`config.mk`:
```
export PLATFORM = sky130hd
export DESIGN_NAME = spio_ctrl
export DESIGN_NICKNAME = d
export VERILOG_FILES = /design/src/rtl/spio_pkg.sv /design/src/rtl/spio_ctrl.sv
export VERILOG_INCLUDE_DIRS = /design/src /design/src/rtl
export SDC_FILE = /design/constraint.sdc
export NUM_CORES = 1
export LEC_CHECK = 0
export ABC_CLOCK_PERIOD_IN_PS = 1500
export CAP_MARGIN = 15
export CORE_AREA = 4 4 41 43
export CTS_CLUSTER_DIAMETER = 60
export DETAILED_ROUTE_END_ITERATION = 8
export DIE_AREA = 0 0 45 47
export DONT_BUFFER_PORTS = 1
export PLACE_DENSITY = 0.45
export SYNTH_ARGS = -nofsm -noshare
export SYNTH_HDL_FRONTEND = slang
export SYNTH_SLANG_ARGS = --single-unit
```
`constraint.sdc`:
```
create_clock -name clk -period 1.5 [get_ports clk]
set_clock_uncertainty 0.1 [all_clocks]
set_input_delay 0.075 -clock clk [delete_from_list [all_inputs] [get_ports clk]]
set_output_delay 0.075 -clock clk [all_outputs]
set_load 0.02 [all_outputs]
```
`src/rtl/string_pool_intern_overlap_defines.svh`:
```
// Assertion macros shared by the string pool modules.
`ifndef STRING_POOL_INTERN_OVERLAP_DEFINES_SVH
`define STRING_POOL_INTERN_OVERLAP_DEFINES_SVH

`ifndef NO_ASSERTIONS
`define SPIO_ASSERT(lbl, expr, msg) \
  lbl: assert property (@(posedge clk) disable iff (rst) (expr)) else $error(msg);
`define SPIO_ASSERT_IMP(lbl, ante, cons, msg) \
  lbl: assert property (@(posedge clk) disable iff (rst) (ante) |-> (cons)) else $error(msg);
`else
`define SPIO_ASSERT(lbl, expr, msg)
`define SPIO_ASSERT_IMP(lbl, ante, cons, msg)
`endif

`endif

```
`src/rtl/spio_pkg.sv`:
```
`timescale 1ns / 1ps
package spio_pkg;

  localparam int CHAR_W   = 8;
  localparam int OFFSET_W = 11;
  localparam int STATUS_W = 2;

  typedef enum logic [STATUS_W-1:0] {
    ST_OK   = 2'd0,
    ST_FULL = 2'd1,
    ST_LONG = 2'd2
  } status_t;

  typedef enum logic [2:0] {
    S_IDLE,
    S_CHECK,
    S_CMP,
    S_APPEND,
    S_COPY_RD,
    S_COPY_WR,
    S_DONE
  } state_t;

  typedef struct packed {
    logic    accept;
    logic    step_match;
    logic    step_miss;
    logic    copy_init;
    logic    copy_rd;
    logic    copy_step;
    logic    commit;
    logic    res_set;
    status_t res_code;
    logic    load_out;
  } cmd_t;

  typedef struct packed {
    logic last;
    logic too_long;
    logic len_hit;
    logic tail_hit;
    logic match;
    logic full;
    logic copy_end;
  } sts_t;

endpackage

```
`src/rtl/spio_ctrl.sv`:
```
`timescale 1ns / 1ps
`include "string_pool_intern_overlap_defines.svh"
module spio_ctrl (
  input  logic           clk,
  input  logic           rst,
  input  logic           in_valid,
  output logic           in_ready,
  output logic           out_valid,
  input  logic           out_ready,
  input  spio_pkg::sts_t sts,
  output spio_pkg::cmd_t cmd
);

  spio_pkg::state_t state, state_next;
  logic             slot_free;

  assign slot_free = !out_valid || out_ready;

  always_ff @(posedge clk) begin
    if (rst) begin
      state     <= spio_pkg::S_IDLE;
      out_valid <= 1'b0;
    end else begin
      state <= state_next;
      if (cmd.load_out) begin
        out_valid <= 1'b1;
      end else if (out_ready) begin
        out_valid <= 1'b0;
      end
    end
  end

  always_comb begin
    state_next = state;
    unique case (state)
      spio_pkg::S_IDLE: begin
        if (in_valid && sts.last) begin
          state_next = sts.too_long ? spio_pkg::S_DONE : spio_pkg::S_CHECK;
        end
      end
      spio_pkg::S_CHECK: begin
        if (sts.len_hit) begin
          state_next = spio_pkg::S_DONE;
        end else if (sts.tail_hit) begin
          state_next = spio_pkg::S_APPEND;
        end else begin
          state_next = spio_pkg::S_CMP;
        end
      end
      spio_pkg::S_CMP:     state_next = spio_pkg::S_CHECK;
      spio_pkg::S_APPEND:  state_next = sts.full ? spio_pkg::S_DONE : spio_pkg::S_COPY_RD;
      spio_pkg::S_COPY_RD: state_next = sts.copy_end ? spio_pkg::S_DONE : spio_pkg::S_COPY_WR;
      spio_pkg::S_COPY_WR: state_next = spio_pkg::S_COPY_RD;
      spio_pkg::S_DONE: begin
        if (slot_free) begin
          state_next = spio_pkg::S_IDLE;
        end
      end
      default: state_next = spio_pkg::S_IDLE;
    endcase
  end

  always_comb begin
    cmd      = '0;
    cmd.res_code = spio_pkg::ST_OK;
    in_ready = 1'b0;
    unique case (state)
      spio_pkg::S_IDLE: begin
        in_ready   = 1'b1;
        cmd.accept = in_valid;
        if (in_valid && sts.last) begin
          cmd.res_set  = 1'b1;
          cmd.res_code = sts.too_long ? spio_pkg::ST_LONG : spio_pkg::ST_OK;
        end
      end
      spio_pkg::S_CHECK: ;
      spio_pkg::S_CMP: begin
        cmd.step_match = sts.match;
        cmd.step_miss  = !sts.match;
      end
      spio_pkg::S_APPEND: begin
        cmd.copy_init = !sts.full;
        cmd.res_set   = sts.full;
        cmd.res_code  = spio_pkg::ST_FULL;
      end
      spio_pkg::S_COPY_RD: begin
        cmd.copy_rd = 1'b1;
        cmd.commit  = sts.copy_end;
      end
      spio_pkg::S_COPY_WR: cmd.copy_step = 1'b1;
      spio_pkg::S_DONE:    cmd.load_out = slot_free;
      default: ;
    endcase
  end

  `SPIO_ASSERT_IMP(a_load_slot, cmd.load_out, !out_valid || out_ready, "result overwritten")
  `SPIO_ASSERT_IMP(a_copy_pair, state == spio_pkg::S_COPY_WR, cmd.copy_step && !in_ready, "copy stalled")
  `SPIO_ASSERT_IMP(a_idle_ready, state == spio_pkg::S_IDLE, in_ready, "idle not ready")

endmodule

```
==> flow_summary.json <==
{
  "cts_max_path_buffers": 2,
  "cpMaxStageDelayCell": "dfxtp_2",
  "cp_slowest_stage_delay_ns": 0.38,
  "fmax_mhz": 702,
  "cts_buffers": 3,
  "antenna_found_initial": 0,
  "required_ns": 1.32,
  "cp_top_family": "simple AND/OR/NAND/NOR gates",
  "die_w_um": 45,
  "grt_pass1_vias": 311,
  "layout_setup_ws_ns": 0.0758,
  "cp_num_buf_inv": 0,
  "netlist_area_um2": 343,
  "cts_max_level": 1,
  "worstPathArrival_ns": 1.25,
  "setup.worst_path.start_class": "flop",
  "grt_max_degree": 17,
  "cts_root_buffer": "clkbuf_4",
  "wl_met3_um": 65,
  "synth_top_family_by_area": "simple AND/OR/NAND/NOR gates",
  "drc": 0,
  "hp-class": "in -> reg",
  "relSlewSlack_pct": 81.4,
  "postRouteWirelength_um": 857,
  "diodes": 0,
  "cts_setup_buffers": 0,
  "hpwlAfterDp_um": 644,
  "cellLeakagePower_nw": 0.172,
  "ir_drop_v": 0.000607,
  "clock_sinks": 4,
  "synth_xor_area_share_pct": 0,
  "syn_nets": 54,
  "portBuffers": 0,
  "synth_cells": 43,
  "met1_length_um": 400,
  "crit_type": "reg -> out",
  "endpoint_kind": "primary output",
  "synth_compound_area_share_pct": 21.5,
  "drt_iter0_drc": 3,
  "worst-slew-pin-transition_ns": 0.277,
  "clock_latency_ns": 0.23,
  "seq_area_frac_synth_pct": 23.4,
  "power_density_nw_per_um2": 1050,
  "fp-row-count": 13,
  "outcome": "complete, no violations",
  "synth_simple_gate_area_share_pct": 42.0,
  "gp_congestion": 0.689,
  "cap_violations": 0,
  "synth.ff_latch_count": 4,
  "grt_pass1_wl_um": 1330,
  "synth_adder_area_share_pct": 0,
  "dieArea_um2": 2120,
  "final_nets": 65,
  "finalHoldViolCount": 0,
  "final_max_slew_viol_count": 0,
  "start_util_pct": 26.3,
  "wl_per_cell_um": 12.8,
  "synthMuxAreaShare_pct": 3.28,
  "place_ws_ns": 0.111,
  "grt_overflow": 0,
  "drive_gt1_share_pct": 40.4,
  "clk_pin_slew_ns": 0.04,
  "crit_fanout": 12,
  "synth.avg_cell_area_um2": 7.97,
  "ys_warn_count": 0,
  "drt_first_pass_iters": 3,
  "dp_cells": 62,
  "holdWs_ns": 0.0146,
  "via_per_inst": 4.97,
  "fillers": 147,
  "grt_usage_pct": 8.85,
  "cts_tree": "done",
  "dr_wl_met2_um": 391,
  "fp.dieH_um": 47,
  "ys_types": 27,
  "dr.max_layer_used": "met3",
  "synth_edf_count": 0,
  "core_area_um2": 1300,
  "finalSetupViolations": 0,
  "syn_to_final_growth_pct": 32.1,
  "synth_async_sr_flop_share_pct": 0,
  "ant_nets": 0,
  "finalCritPeriodShare_pct": 94.9,
  "cp_cell_sequence": "nor3_2 > and4_2",
  "dr_total_vias": 333,
  "instances_no_fill": 67,
  "setup_tns_ns": 0,
  "synthFlopType": "dfxtp_1",
  "ios": 24,
  "min_period_ns": 1.42
}
[per-layer routing]
metal  global-route usage, %  vias to the layer above
li1                        -                      181
met1                    10.9                      138
met2                    12.7                       14
met3                    6.13                        0
met4                    1.75                        0
met5                       0                        -
[where the power goes]
| group | switching, mW | internal (mW) | total, mW |
|---|---|---|---|
| combinational | 0.0918 | 0.0887 | 0.180 |
| sequential | 0.0401 | 0.122 | 0.162 |
| clock | 0.0429 | 0.0894 | 0.132 |
| total | 0.175 | 0.300 | 0.475 |
[cell type report]
cell class / count / area, µm² / share of cell area [%]
clock buffers: 3 / 22.5 / 4.97
multi-input cells: 35 / 249 / 55.0
flip-flops and latches: 4 / 86.3 / 19.1
well taps: 15 / 18.8 / 4.14
inverters: 1 / 3.75 / 0.829
repair buffers: 9 / 72.6 / 16.0
[per-stage QoR]
stage | area (µm²) | power (mW) | utilization, %
3_3_place_gp | 394 | 0.328 | 30.3
3_5_place_dp | 394 | 0.328 | 30.3
5_1_grt | 453 | 0.510 | 34.8
4_1_cts | 440 | 0.475 | 33.8
2_1_floorplan | 353 | 0.300 | -
6_report | 453 | 0.475 | 34.8
[synthesized netlist by cell type (all sizes together) (2+ instances only)]
master / count / area share (%)
buf: 3 / 8.8
and2: 2 / 3.6
dfxtp: 4 / 23
nor2b: 2 / 3.6
nor2: 4 / 4.4
nand2: 5 / 5.5
and2b: 2 / 4.7
a21oi: 2 / 2.9
o22ai: 2 / 3.6
nor3: 2 / 2.9
[placed cells by master, fill, tap and decap left out]
| master | n |
|---|---|
| inv_1 | 1 |
| nor2b_1 | 2 |
| o22ai_1 | 2 |
| nor2_2 | 1 |
| a32o_1 | 1 |
| or4b_1 | 1 |
| nor3_1 | 1 |
| a221o_1 | 1 |
| a21oi_1 | 2 |
| a2bb2oi_1 | 1 |
| and4_2 | 1 |
| dfxtp_2 | 2 |
| nor4b_1 | 1 |
| dfxtp_4 | 1 |
| and4bb_2 | 1 |
| and2b_2 | 1 |
| nor3_2 | 1 |
| and2b_1 | 1 |
| buf_4 | 7 |
| nor2_1 | 3 |
| nor3b_4 | 1 |
| dlygate4sd3_1 | 2 |
| clkbuf_4 | 3 |
| a31oi_1 | 1 |
| nand3_1 | 1 |
| dfxtp_1 | 1 |
| o32a_2 | 1 |
| mux2_2 | 1 |
| nand2_1 | 5 |
| nand2b_1 | 1 |
| o21ai_0 | 1 |
| and2_1 | 2 |
[worst register-to-register path, stage by stage, from the launching register on]
cell,delay [ns]
dfxtp_2,0.38
or4b_1,0.54
a31oi_1,0.18
[cells by family after synthesis]
group / after synthesis
AO/OA/AOI/OAI: 10
AND/OR/NAND/NOR: 24
multiplexers: 1
buffers and inverters: 4
flip-flops: 4
[flip-flops by register name, summed over array words and instances (netlist names)]
register	count
out_valid	1
state	3
[worst paths after layout]
check / start / to / cells past startpoint / slack, ns
worst min register to register: state[1] / out_valid / 2 / 0.52
worst max register to register: state[0] / state[2] / 2 / 0.22
worst max-delay path: state[0] / cmd[2] / 2 / 0.08
worst min-delay path: sts[5] / state[2] / 2 / 0.01
[timing repair]
item,in CTS,in global routing
pin swaps,0,0
resized for setup,3,4
cloned,0,0
hold buffers,2,0
endpoints found under the setup margin,4,5
endpoints found under the hold margin,4,0
Power figures use the tool's default switching activity.
